File: config.mk
export PLATFORM = sky130hd
export DESIGN_NAME = aging_multilevel_fifo_scheduler
export DESIGN_NICKNAME = d
export VERILOG_FILES = /design/src/rtl/core/amfs_pkg.sv /design/src/rtl/core/aging_multilevel_fifo_scheduler.sv /design/src/rtl/core/amfs_ctrl.sv /design/src/rtl/core/amfs_datapath.sv
export SDC_FILE = /design/constraint.sdc
export NUM_CORES = 1
export LEC_CHECK = 0
export BUFFER_PORTS_ARGS = -buffer_cell sky130_fd_sc_hd__buf_2
export CORE_UTILIZATION = 35
export DETAILED_ROUTE_END_ITERATION = 7
export RECOVER_POWER = 25
export SLEW_MARGIN = 20
export SYNTH_ARGS = -nofsm -noshare
export SYNTH_HDL_FRONTEND = slang
export SYNTH_SLANG_ARGS = --single-unit
File: constraint.sdc
create_clock -name clk -period 6.1 [get_ports clk]
set_input_delay 1.22 -clock clk [delete_from_list [all_inputs] [get_ports clk]]
set_output_delay 1.22 -clock clk [all_outputs]
set_load 0.02 [all_outputs]
File: src/rtl/core/amfs_pkg.sv
// ----------------------------------------------------------------------------
// Aging multilevel FIFO scheduler package
// Shared widths, operation and level codes, and the command and status
// structures that join the controller to the datapath.
// ----------------------------------------------------------------------------
package amfs_pkg;

  localparam int DEFAULT_NUM_PROCS = 8;
  localparam int ID_W              = 3;
  localparam int OP_W              = 2;
  localparam int PRIO_W            = 2;
  localparam int NUM_LEVELS        = 3;

  typedef logic [OP_W-1:0]   op_t;
  typedef logic [PRIO_W-1:0] lvl_t;

  localparam op_t OP_SCHEDULE   = 2'd0;
  localparam op_t OP_SLOT_RESET = 2'd1;
  localparam op_t OP_CLEAR      = 2'd2;

  localparam lvl_t LVL_HIGH   = 2'd0;
  localparam lvl_t LVL_NORMAL = 2'd1;
  localparam lvl_t LVL_LOW    = 2'd2;

  typedef struct packed {
    logic load;
    logic clear;
    logic scan;
    logic age_high;
    logic age_normal;
    logic push_cur;
    logic select;
    logic compact;
    logic scan_last;
  } cmd_t;

  typedef struct packed {
    op_t                   op;
    logic [NUM_LEVELS-1:0] nonempty;
    logic                  scan_last;
  } status_t;

endpackage

File: src/rtl/core/aging_multilevel_fifo_scheduler.sv
// ----------------------------------------------------------------------------
// Aging multilevel FIFO scheduler
// Three ready queues (high, normal, low) with aging on each schedule tick,
// slot removal with compaction, and clear.
//
// Channel   Signals                                          Handshake
// command   op, proc_id, proc_ready, proc_priority           start & !busy
// result    next_proc, went_idle, push_dropped               done, one cycle
//
// A schedule tick runs the two optional aging moves, each a read and a move
// through the queue memories, then the push and the selection.
// A slot reset sweeps every queue position for the removal, with one read
// and one write each, then the push.
// A clear, and the unused operation code, go straight to done.
// A new transaction is taken in the cycle after done. Reset is synchronous.
// ----------------------------------------------------------------------------
module aging_multilevel_fifo_scheduler
  import amfs_pkg::*;
#(
  parameter int NUM_PROCS = DEFAULT_NUM_PROCS
) (
  input  logic              clk,
  input  logic              rst,
  input  logic              start,
  input  logic [OP_W-1:0]   op,
  input  logic [ID_W-1:0]   proc_id,
  input  logic              proc_ready,
  input  logic [PRIO_W-1:0] proc_priority,
  output logic              busy,
  output logic              done,
  output logic [ID_W-1:0]   next_proc,
  output logic              went_idle,
  output logic              push_dropped
);

  cmd_t    cmd;
  status_t status;

  amfs_ctrl u_ctrl (
    .clk    (clk),
    .rst    (rst),
    .start  (start),
    .op     (op),
    .status (status),
    .cmd    (cmd),
    .busy   (busy),
    .done   (done)
  );

  amfs_datapath #(
    .NUM_PROCS (NUM_PROCS)
  ) u_datapath (
    .clk           (clk),
    .rst           (rst),
    .cmd           (cmd),
    .op            (op),
    .proc_id       (proc_id),
    .proc_ready    (proc_ready),
    .proc_priority (proc_priority),
    .status        (status),
    .next_proc     (next_proc),
    .went_idle     (went_idle),
    .push_dropped  (push_dropped)
  );

  a_done_busy: assert property (@(posedge clk) disable iff (rst) done |-> busy)
    else $error("Result strobe raised outside a transaction.");

  a_done_release: assert property (@(posedge clk) disable iff (rst) done |=> !busy)
    else $error("Busy held after the result was delivered.");

  a_accept_busy: assert property (@(posedge clk) disable iff (rst)
    (start && !busy) |=> busy)
    else $error("Accepted transaction did not raise busy.");

  a_idle_result: assert property (@(posedge clk) disable iff (rst)
    (done && went_idle) |-> (next_proc == '0 && status.op == OP_SCHEDULE))
    else $error("Idle result with a process id or outside a schedule tick.");

endmodule

File: src/rtl/core/amfs_ctrl.sv
// ----------------------------------------------------------------------------
// Aging multilevel FIFO scheduler controller
// Sequences the aging moves, the push, the selection and the compaction
// sweep for schedule ticks and slot resets, and the clear.
// ----------------------------------------------------------------------------
module amfs_ctrl
  import amfs_pkg::*;
(
  input  logic    clk,
  input  logic    rst,
  input  logic    start,
  input  op_t     op,
  input  status_t status,
  output cmd_t    cmd,
  output logic    busy,
  output logic    done
);

  typedef enum logic [10:0] {
    S_IDLE    = 11'b00000000001,
    S_AGE1_RD = 11'b00000000010,
    S_AGE1_MV = 11'b00000000100,
    S_AGE2_RD = 11'b00000001000,
    S_AGE2_MV = 11'b00000010000,
    S_PUSH    = 11'b00000100000,
    S_SEL_RD  = 11'b00001000000,
    S_SEL_POP = 11'b00010000000,
    S_RM_RD   = 11'b00100000000,
    S_RM_WR   = 11'b01000000000,
    S_DONE    = 11'b10000000000
  } state_t;

  state_t state;
  state_t state_next;

  always_ff @(posedge clk) begin
    if (rst) begin
      state <= S_IDLE;
    end else begin
      state <= state_next;
    end
  end

  always_comb begin
    cmd        = '0;
    state_next = state;
    unique case (state)
      S_IDLE: begin
        if (start) begin
          cmd.load = 1'b1;
          unique case (op)
            OP_SCHEDULE:   state_next = S_AGE1_RD;
            OP_SLOT_RESET: state_next = S_RM_RD;
            OP_CLEAR: begin
              cmd.clear  = 1'b1;
              state_next = S_DONE;
            end
            default:       state_next = S_DONE;
          endcase
        end
      end
      S_AGE1_RD: begin
        state_next = status.nonempty[LVL_NORMAL] ? S_AGE1_MV : S_AGE2_RD;
      end
      S_AGE1_MV: begin
        cmd.age_high = 1'b1;
        state_next   = S_AGE2_RD;
      end
      S_AGE2_RD: begin
        state_next = status.nonempty[LVL_LOW] ? S_AGE2_MV : S_PUSH;
      end
      S_AGE2_MV: begin
        cmd.age_normal = 1'b1;
        state_next     = S_PUSH;
      end
      S_PUSH: begin
        cmd.push_cur = 1'b1;
        state_next   = (status.op == OP_SCHEDULE) ? S_SEL_RD : S_DONE;
      end
      S_SEL_RD: begin
        state_next = S_SEL_POP;
      end
      S_SEL_POP: begin
        cmd.select = 1'b1;
        state_next = S_DONE;
      end
      S_RM_RD: begin
        cmd.scan   = 1'b1;
        state_next = S_RM_WR;
      end
      S_RM_WR: begin
        cmd.compact = 1'b1;
        if (status.scan_last) begin
          cmd.scan_last = 1'b1;
          state_next    = S_PUSH;
        end else begin
          state_next = S_RM_RD;
        end
      end
      S_DONE: begin
        state_next = S_IDLE;
      end
      default: begin
        state_next = S_IDLE;
      end
    endcase
  end

  assign busy = (state != S_IDLE);
  assign done = (state == S_DONE);

endmodule

File: src/rtl/core/amfs_datapath.sv
// ----------------------------------------------------------------------------
// Aging multilevel FIFO scheduler datapath
// Three circular ready queues held in memories, with head pointers, fill
// counts, the compaction counters and the result registers.
// ----------------------------------------------------------------------------
module amfs_datapath
  import amfs_pkg::*;
#(
  parameter int NUM_PROCS = DEFAULT_NUM_PROCS
) (
  input  logic              clk,
  input  logic              rst,
  input  cmd_t              cmd,
  input  op_t               op,
  input  logic [ID_W-1:0]   proc_id,
  input  logic              proc_ready,
  input  logic [PRIO_W-1:0] proc_priority,
  output status_t           status,
  output logic [ID_W-1:0]   next_proc,
  output logic              went_idle,
  output logic              push_dropped
);

  localparam int AW = $clog2(NUM_PROCS);
  localparam int CW = $clog2(NUM_PROCS + 1);
  localparam logic [CW-1:0] FULL = CW'(NUM_PROCS);
  localparam logic [AW:0]   WRAP = (AW + 1)'(NUM_PROCS);
  localparam logic [AW-1:0] LAST = AW'(NUM_PROCS - 1);

  typedef logic [AW-1:0]   ptr_t;
  typedef logic [CW-1:0]   cnt_t;
  typedef logic [ID_W-1:0] id_t;

  function automatic ptr_t wrap_add(ptr_t base, ptr_t offs);
    logic [AW:0] sum;
    sum = {1'b0, base} + {1'b0, offs};
    if (sum >= WRAP) begin
      sum = sum - WRAP;
    end
    return sum[AW-1:0];
  endfunction

  op_t  cur_op;
  id_t  cur_id;
  lvl_t cur_lvl;
  logic cur_push;
  ptr_t scan_idx;

  ptr_t head    [NUM_LEVELS];
  cnt_t cnt     [NUM_LEVELS];
  cnt_t wr_cnt  [NUM_LEVELS];
  cnt_t wr_next [NUM_LEVELS];
  id_t  rd_data [NUM_LEVELS];

  logic [NUM_LEVELS-1:0] nonempty;
  logic [NUM_LEVELS-1:0] full;
  logic [NUM_LEVELS-1:0] pop;
  logic [NUM_LEVELS-1:0] push_hit;
  logic [NUM_LEVELS-1:0] push_ok;
  logic [NUM_LEVELS-1:0] keep;

  logic push_en;
  lvl_t push_lvl;
  id_t  push_data;
  lvl_t sel_lvl;
  logic push_drop;

  always_comb begin
    push_en   = 1'b0;
    push_lvl  = LVL_HIGH;
    push_data = cur_id;
    if (cmd.age_high) begin
      push_en   = 1'b1;
      push_lvl  = LVL_HIGH;
      push_data = rd_data[LVL_NORMAL];
    end else if (cmd.age_normal) begin
      push_en   = 1'b1;
      push_lvl  = LVL_NORMAL;
      push_data = rd_data[LVL_LOW];
    end else if (cmd.push_cur) begin
      push_en   = cur_push;
      push_lvl  = cur_lvl;
      push_data = cur_id;
    end
  end

  always_comb begin
    if (nonempty[LVL_HIGH]) begin
      sel_lvl = LVL_HIGH;
    end else if (nonempty[LVL_NORMAL]) begin
      sel_lvl = LVL_NORMAL;
    end else begin
      sel_lvl = LVL_LOW;
    end
  end

  assign push_drop = |(push_hit & full);

  for (genvar g = 0; g < NUM_LEVELS; g++) begin : g_level
    id_t  mem [NUM_PROCS];
    ptr_t rd_addr;
    ptr_t wr_addr;
    id_t  wr_data;
    logic we;

    assign nonempty[g] = (cnt[g] != '0);
    assign full[g]     = (cnt[g] == FULL);
    assign push_hit[g] = push_en && (push_lvl == lvl_t'(g));
    assign push_ok[g]  = push_hit[g] && !full[g];
    assign pop[g]      = (cmd.age_high && (lvl_t'(g) == LVL_NORMAL))
                      || (cmd.age_normal && (lvl_t'(g) == LVL_LOW))
                      || (cmd.select && (|nonempty) && (sel_lvl == lvl_t'(g)));
    assign keep[g]     = cmd.compact && (cnt_t'(scan_idx) < cnt[g])
                      && (rd_data[g] != cur_id);
    assign wr_next[g]  = wr_cnt[g] + cnt_t'(keep[g]);

    assign rd_addr = cmd.scan ? wrap_add(head[g], scan_idx) : head[g];
    assign we      = push_ok[g] || keep[g];
    assign wr_addr = keep[g] ? wrap_add(head[g], wr_cnt[g][AW-1:0])
                             : wrap_add(head[g], cnt[g][AW-1:0]);
    assign wr_data = keep[g] ? rd_data[g] : push_data;

    always_ff @(posedge clk) begin
      if (we) begin
        mem[wr_addr] <= wr_data;
      end
      rd_data[g] <= mem[rd_addr];
    end

    always_ff @(posedge clk) begin
      if (rst) begin
        head[g] <= '0;
        cnt[g]  <= '0;
      end else begin
        if (cmd.clear) begin
          cnt[g] <= '0;
        end else if (cmd.scan_last) begin
          cnt[g] <= wr_next[g];
        end else if (push_ok[g]) begin
          cnt[g] <= cnt[g] + cnt_t'(1);
        end else if (pop[g]) begin
          cnt[g] <= cnt[g] - cnt_t'(1);
        end
        if (pop[g]) begin
          head[g] <= wrap_add(head[g], ptr_t'(1));
        end
      end
    end

    always_ff @(posedge clk) begin
      if (cmd.load) begin
        wr_cnt[g] <= '0;
      end else if (keep[g]) begin
        wr_cnt[g] <= wr_next[g];
      end
    end
  end

  always_ff @(posedge clk) begin
    if (rst) begin
      cur_op <= OP_SCHEDULE;
    end else if (cmd.load) begin
      cur_op <= op;
    end
  end

  always_ff @(posedge clk) begin
    if (cmd.load) begin
      cur_id       <= proc_id;
      cur_lvl      <= (proc_priority >= LVL_LOW) ? LVL_LOW : proc_priority;
      cur_push     <= (proc_id != '0) && proc_ready;
      scan_idx     <= '0;
      next_proc    <= '0;
      went_idle    <= 1'b0;
      push_dropped <= 1'b0;
    end else begin
      if (cmd.compact && !cmd.scan_last) begin
        scan_idx <= scan_idx + ptr_t'(1);
      end
      if (push_drop) begin
        push_dropped <= 1'b1;
      end
      if (cmd.select) begin
        if (|nonempty) begin
          next_proc <= rd_data[sel_lvl];
        end else begin
          went_idle <= 1'b1;
        end
      end
    end
  end

  assign status.op        = cur_op;
  assign status.nonempty  = nonempty;
  assign status.scan_last = (scan_idx == LAST);

endmodule
==> metrics, run 1 <==
Core Rows=53; largest net degree at the start of global routing=20; clock sinks=141; FF+latch count, synth=approximately 140; Placed Instances=927; routed len/inst=between 15 and 20 um; boundary pin count=18; fin nets=about 720; Pins Over Slew Limit=0; Mapped Nets=700; Maximum Capacitance Violations=0; P_leak=about 3.2 nW; VDD IR-drop max=158 uV; FMAX=230 MHz; Clock Skew=between 0.007 and 0.008 ns; Core Footprint=~21000 um2; final setup fails=0; Seq/Total Area, Yosys=between 50% and 60%; Post-synth EDFFs=between 100 and 150; Worst setup SP type=flop; RSZ-0062 raised after global routing=no; Slew headroom=under 10%; area grow syn2layout=11.4%; post_cts resized=0; worst setup margin=about 1.7 ns; ratio of cells with drive above 1 in the final layout=11.8%; Worst-Skew Late Latency=~0.42 ns; Post-synth top flop=edfxtp_1; H-Tree Depth=4; TritonRoute pass-1 iters=5; Mapped Area=between 7000 and 8000 um2; Reg clk slew, reported paths=roughly 0.060 ns; die height=~150 um; Placer Congestion=a little under 0.9; CP Max Fanout=16; Hold WC Path Type=reg -> reg; DR vias=5151; slowest CP cell=nor4_4; first-pass GRT wire length=between 20000 and 30000 um; antenna violations before repair=0; vias in the first global route=5351; nature of the critical path endpoint=flop; Cells after Synth=around 650; post-CTS setup buffer count=0; Hold-fix buffers, CTS=0; Clock Path Buffers=2; via/cell ratio=approximately 5.4; DRC viols=0; setup TNS=0 ns; Setup CP Type=reg -> reg; diode count=0; Initial DRC Count=about 320; Post-synth ARST share=0%; CTS tree=built; outcome=finished, final reports clean; Synth cell types=70; die width=150 um; Final Cell Area=8570 um2; Critical Path RT=6.17 ns; total track usage=approximately 17%; clock buffer count from CTS=17; Power Density=282 nW/um2; post-route ant nets=0; R2R Setup Slk=~1.7 ns; fin cells=959; WP data arrival=~4.4 ns; Syn Area/Cell=11.8 um2; Starting Density=a little over a third; HPWL after DPL=13400 um; Synth Warn #=0; GR Overflow Total=0; Crit path largest cell delay=roughly 0.56 ns; worst path cell trace=nor4_4 -> and3_1 -> o211ai_1 -> inv_2 -> o21ai_0 -> ha_1 -> fa_1 -> xor2_1 -> nor2_1 -> mux2_2 -> nor3_1; WL final=about 18000 um; pre-CTS WS=1.81 ns; area of the die=between 20000 and 25000 um2; measured slew at the worst slew-check pin=between 1 and 1.5 ns; root buffer cell=clkbuf_16; total power draw=2.42 mW; Placed Area=roughly 8000 um2; final-report hold violation count=0; Port Buffers=17; final period utilization=a little over 70%; min Tclk post-route=4.35 ns
==> path summary, 6_finish.rpt <==
check,from,end,depth (start not counted)
min,u_datapath.cur_op[0]$_SDFFE_PP0P_,u_ctrl.state[6]$_SDFFE_PP0P_,1
min reg2reg,u_datapath.cur_op[0]$_SDFFE_PP0P_,u_ctrl.state[6]$_SDFFE_PP0P_,1
max,u_ctrl.state[2]$_SDFFE_PP0P_,u_datapath.g_level[2].mem[5][1]$_DFFE_PP_,11
max reg2reg,u_ctrl.state[2]$_SDFFE_PP0P_,u_datapath.g_level[2].mem[5][1]$_DFFE_PP_,11
==> worst max-delay path, delay by kind of cell, from the launching register on <==
kind / cells / cell delay [ns]
muxes: 1 / 0.33
buffers and inverters: 1 / 0.34
and+or+nand+nor: 4 / 1.54
AOI/OAI and AO/OA: 2 / 0.49
adders and majority gates: 2 / 0.63
DFF: 1 / 0.41
xor gates and xnor gates: 1 / 0.27
==> power breakdown <==
part	internal, mW	leakage, nW	switching, mW
Combinational	0.0755	1.62	0.144
Sequential	1.08	1.29	0.0400
Clock	0.652	0.292	0.428
Total	1.81	3.20	0.612
==> routing by layer <==
layer	share of wire (%)	vias up	track usage [%]	routed length, um
met1	44	2539	21.8	7960
met3	4.9	25	3.39	878
met4	1.8	0	6.16	326
met2	49	131	28.6	8790
met5	0	-	0	0
li1	-	2456	-	-
==> cells in the mapped netlist (4+ instances only) <==
master,count,area share [%]
fa_1,6,1.6
inv_2,5,0.24
nor2_1,48,2.3
nand3_1,12,0.78
nand2b_1,7,0.57
and2_1,11,0.89
xnor2_1,23,2.6
a21o_1,6,0.59
buf_6,4,0.59
o211ai_1,8,0.78
nor2b_1,8,0.65
and3_1,6,0.49
a221oi_1,5,0.57
clkbuf_1,7,0.34
a21oi_1,35,2.3
mux2i_1,51,6.6
nor3_1,18,1.2
xor2_1,15,1.7
mux4_2,6,1.8
mux2_2,12,1.8
edfxtp_1,111,43
ha_1,31,5.0
nor3b_1,4,0.39
nor4_1,5,0.41
nand2_1,64,3.1
a211o_1,7,0.80
o21ai_0,10,0.65
o22ai_1,5,0.41
inv_1,23,1.1
dfxtp_1,30,7.8
buf_2,4,0.26
nand4_1,5,0.41
==> kinds of logic (layout without fill, tap and decap cells) <==
| kind of cell | after synthesis | count (layout) | share of synthesized area, % |
|---|---|---|---|
| AO/OA/AOI/OAI | 103 | 103 | 9.30 |
| XOR/XNOR | 38 | 38 | 4.32 |
| adder cells (fa/ha/maj) | 37 | 37 | 6.60 |
| buffers and inverters | 46 | 78 | 2.84 |
| flip-flops | 141 | 141 | 51.1 |
| multiplexers | 71 | 71 | 10.5 |
| AND/OR/NAND/NOR | 216 | 216 | 15.3 |
==> final cells by class <==
type                    count  area, um2
clock buffers              18        429
flip-flops and latches    141       3930
clock inverters            14        181
repair buffers             18       81.3
well taps                 275        344
multi-input cells         465       3500
inverters                  28        105
fillers                  2011      12700
==> sequential cells by signal (all words and copies together), names as in the netlist <==
register,count
u_datapath.went_idle,1
u_datapath.next_proc,3
u_datapath.wr_cnt,12
u_datapath.head,9
u_ctrl.state,11
u_datapath.cur_op,2
u_datapath.g_level.mem,72
u_datapath.cur_lvl,2
u_datapath.cur_id,3
u_datapath.scan_idx,3
u_datapath.cnt,12
u_datapath.rd_data,9
u_datapath.cur_push,1
u_datapath.push_dropped,1
==> placed cells by master, fill, tap and decap left out, types with 7 or more instances in the layout <==
cell type / n
nand2b_1: 7
edfxtp_1: 111
nor3_1: 18
nand3_1: 13
a211o_1: 7
and2_1: 10
nor2b_1: 8
mux2_2: 12
a21oi_1: 36
dfxtp_1: 30
mux2i_1: 51
clkbuf_16: 17
xor2_1: 14
ha_1: 31
nor2_1: 48
o21ai_0: 11
o211ai_1: 11
nand2_1: 64
clkbuf_1: 10
inv_1: 23
buf_2: 8
xnor2_1: 23
==> metrics by stage <==
| stage | hold slack (ns) | util (%) |
|---|---|---|
| after floorplan | 0.415 | - |
| after global placement | 0.431 | 37.7 |
| after detailed placement | 0.437 | 37.7 |
| after CTS | 0.457 | 40.6 |
| after global routing | 0.493 | 40.3 |
| final | 0.455 | 40.3 |
Note: power is estimated with default switching activity, not from simulation.
==> inputs of run 2 (changes only) <==
Clock period 6.1 ns to 3.85 ns, I/O delays scaled along.
==> run 2 against run 1 <==
Final area grew 1.5%. Combinational power grew 65%. Register-to-register slack got worse by 1.6 ns. Utilization grew 0.59 points. Largest power group unchanged. Via count increased by 3.2%. Worst setup slack got worse by 1.6 ns. Critical path depth up 4. Global-route usage barely moved.
==> metrics, run 2 (synthesis results as in run 1) <==
fin nets=737 (was 719); antenna violations before repair=0 (unchanged); DR vias=5314 (was 5151); Reg2Reg Launch Point=u_datapath.cnt[1][1]$_DFFE_PP_ (was u_ctrl.state[2]$_SDFFE_PP0P_); Setup CP Type=reg -> reg (unchanged); die height=150 um (unchanged); CTS tree=built (unchanged); RSZ-0062 raised after global routing=yes (was no); total track usage=17.1% (about the same); Port Buffers=17 (unchanged); clock buffer count from CTS=17 (unchanged); Placed Instances=945 (was 927); largest registers=u_datapath.g_level.mem: 72 flops, u_datapath.cnt: 12 flops, u_datapath.wr_cnt: 12 flops (unchanged); vias in the first global route=5409 (was 5351); ratio of cells with drive above 1 in the final layout=15.0% (was 11.8%); pre-CTS WS=0.138 ns (was 1.81 ns); CP endpoint=u_datapath.g_level[1].mem[5][0]$_DFFE_PP_ (was u_datapath.g_level[2].mem[5][1]$_DFFE_PP_); Core Footprint=21300 um2 (unchanged); Reg with most FFs=u_datapath.g_level.mem (unchanged); Pins Over Slew Limit=0 (unchanged); Critical Path RT=3.92 ns (was 6.17 ns); most frequent cells in the layout=edfxtp_1 (111), nand2_1 (64), mux2i_1 (51), nor2_1 (48), a21oi_1 (35) (was edfxtp_1 (111), nand2_1 (64), mux2i_1 (51), nor2_1 (48), a21oi_1 (36)); Power Density=431 nW/um2 (was 282 nW/um2); worst setup margin=0.157 ns (was 1.75 ns); routed len/inst=18.5 um (was 18.7 um); WP data arrival=3.77 ns (was 4.42 ns); Placer Congestion=0.861 (was 0.868); most common cell after layout, fill and taps aside=edfxtp_1 (unchanged); H-Tree Depth=4 (unchanged); total power draw=3.75 mW (was 2.42 mW); final setup fails=0 (unchanged); clock sinks=141 (unchanged); final-report hold violation count=0 (unchanged); WL final=18000 um (was 17900 um); VDD IR-drop max=269 uV (was 158 uV); worst hold margin=0.457 ns (was 0.455 ns); FMAX=271 MHz (was 230 MHz); Slew headroom=22.9% (was 7.17%); reg2reg path depth=15 (was 11); Starting Density=36.2% (unchanged); Reg clk slew, reported paths=0.06 ns (about the same); post-route ant nets=0 (unchanged); P_leak=3.28 nW (was 3.20 nW); max reg flops=72 (unchanged); nature of the critical path endpoint=flop (unchanged); DRC viols=0 (unchanged); Fill cells=1984 (was 2011); fin cells=977 (was 959); final period utilization=95.9% (was 71.4%); Maximum Capacitance Violations=0 (unchanged); Worst setup SP type=flop (unchanged); Clock Path Buffers=2 (unchanged); via/cell ratio=5.44 (was 5.37); area of the die=22600 um2 (unchanged); HPWL after DPL=13400 um (about the same); R2R Setup Slk=0.16 ns (was 1.75 ns); area grow syn2layout=13.0% (was 11.4%); Core Rows=53 (unchanged); root buffer cell=clkbuf_16 (unchanged); Worst-Skew Late Latency=0.43 ns (was 0.42 ns); GR Overflow Total=0 (unchanged); Clock Skew=0.0107 ns (was 0.00708 ns); Crit. Startpoint=u_datapath.cnt[1][1]$_DFFE_PP_ (was u_ctrl.state[2]$_SDFFE_PP0P_); first-pass GRT wire length=28700 um (was 28800 um); outcome=finished, final reports clean (unchanged); measured slew at the worst slew-check pin=1.14 ns (was 1.39 ns); diode count=0 (unchanged); RR Endpoint=u_datapath.g_level[1].mem[5][0]$_DFFE_PP_ (was u_datapath.g_level[2].mem[5][1]$_DFFE_PP_); die width=150 um (unchanged); largest net degree at the start of global routing=17 (was 20); TritonRoute pass-1 iters=5 (unchanged); setup TNS=0 ns (unchanged); min Tclk post-route=3.69 ns (was 4.35 ns); Initial DRC Count=438 (was 317); Hold WC Path Type=reg -> reg (unchanged); CP Max Fanout=12 (was 16); boundary pin count=18 (unchanged)
run 2: changes by cell type in the layout (fill, tap and decap cells not counted), sizes merged:
cell / change
buf: +19
clkbuf: +1
bufinv: -1
clkinvlp: +2
inv: -3
run 2: how the worst min path moves through the flow:
stage / endpoint / slack, ns / cells after the start / startpoint
6_report: u_ctrl.state[6]$_SDFFE_PP0P_ / 0.46 / 1 / u_datapath.cur_op[0]$_SDFFE_PP0P_
2_1_floorplan: u_ctrl.state[6]$_SDFFE_PP0P_ / 0.42 / 1 / u_datapath.cur_op[0]$_SDFFE_PP0P_
4_1_cts: u_ctrl.state[6]$_SDFFE_PP0P_ / 0.45 / 1 / u_datapath.cur_op[0]$_SDFFE_PP0P_
3_3_place_gp: u_ctrl.state[6]$_SDFFE_PP0P_ / 0.44 / 1 / u_datapath.cur_op[0]$_SDFFE_PP0P_
3_5_place_dp: u_ctrl.state[6]$_SDFFE_PP0P_ / 0.44 / 1 / u_datapath.cur_op[0]$_SDFFE_PP0P_
5_1_grt: u_ctrl.state[6]$_SDFFE_PP0P_ / 0.47 / 1 / u_datapath.cur_op[0]$_SDFFE_PP0P_
run 2: area by class of cell:
class                           count  area, um2  share of cell area, %
Sequential cell                   141       3930                   45.2
Multi-Input combinational cell    465       3520                   40.5
Clock buffer                       20        437                   5.02
Tap cell                          275        344                   3.96
Timing Repair Buffer               36        215                   2.47
Clock inverter                     12        139                   1.60
Inverter                           28        105                   1.21
run 2: what timing repair did:
item / 4_1_cts / 5_1_grt
hold buffers: 0 / 0
setup endpoints to repair: 0 / 36
resized for setup: 0 / 7
setup buffers: 0 / 0
run 2: metrics by stage:
stage	instance area [um2]	util, %
3_5_place_dp	8160	38.3
4_1_cts	8730	41.0
2_1_floorplan	7700	-
6_report	8700	40.9
3_3_place_gp	8160	38.3
5_1_grt	8700	40.9
run 2: layer usage:
layer | part of all wire, % | GRT usage [%] | vias up
met2 | 47 | 27.4 | 145
met1 | 45 | 22.0 | 2643
met3 | 6.2 | 4.67 | 30
li1 | - | - | 2496
met4 | 1.7 | 6.72 | 0
met5 | 0 | 0 | -
run 2: power by group:
part	switching [mW]	internal, mW
clock	0.660	0.959
sequential	0.0579	1.71
combinational	0.238	0.124
run 2: worst max-delay path: stages, from the launching register on:
cell,delay [ns]
edfxtp_1,0.39
inv_1,0.10
ha_1,0.28
a21o_1,0.10
a21oi_1,0.08
o211ai_2,0.19
inv_2,0.10
buf_4,0.19
nand2_1,0.08
o21ai_0,0.09
ha_1,0.22
fa_1,0.40
xor2_1,0.29
nor2_1,0.09
mux2_2,0.32
nor3_1,0.40
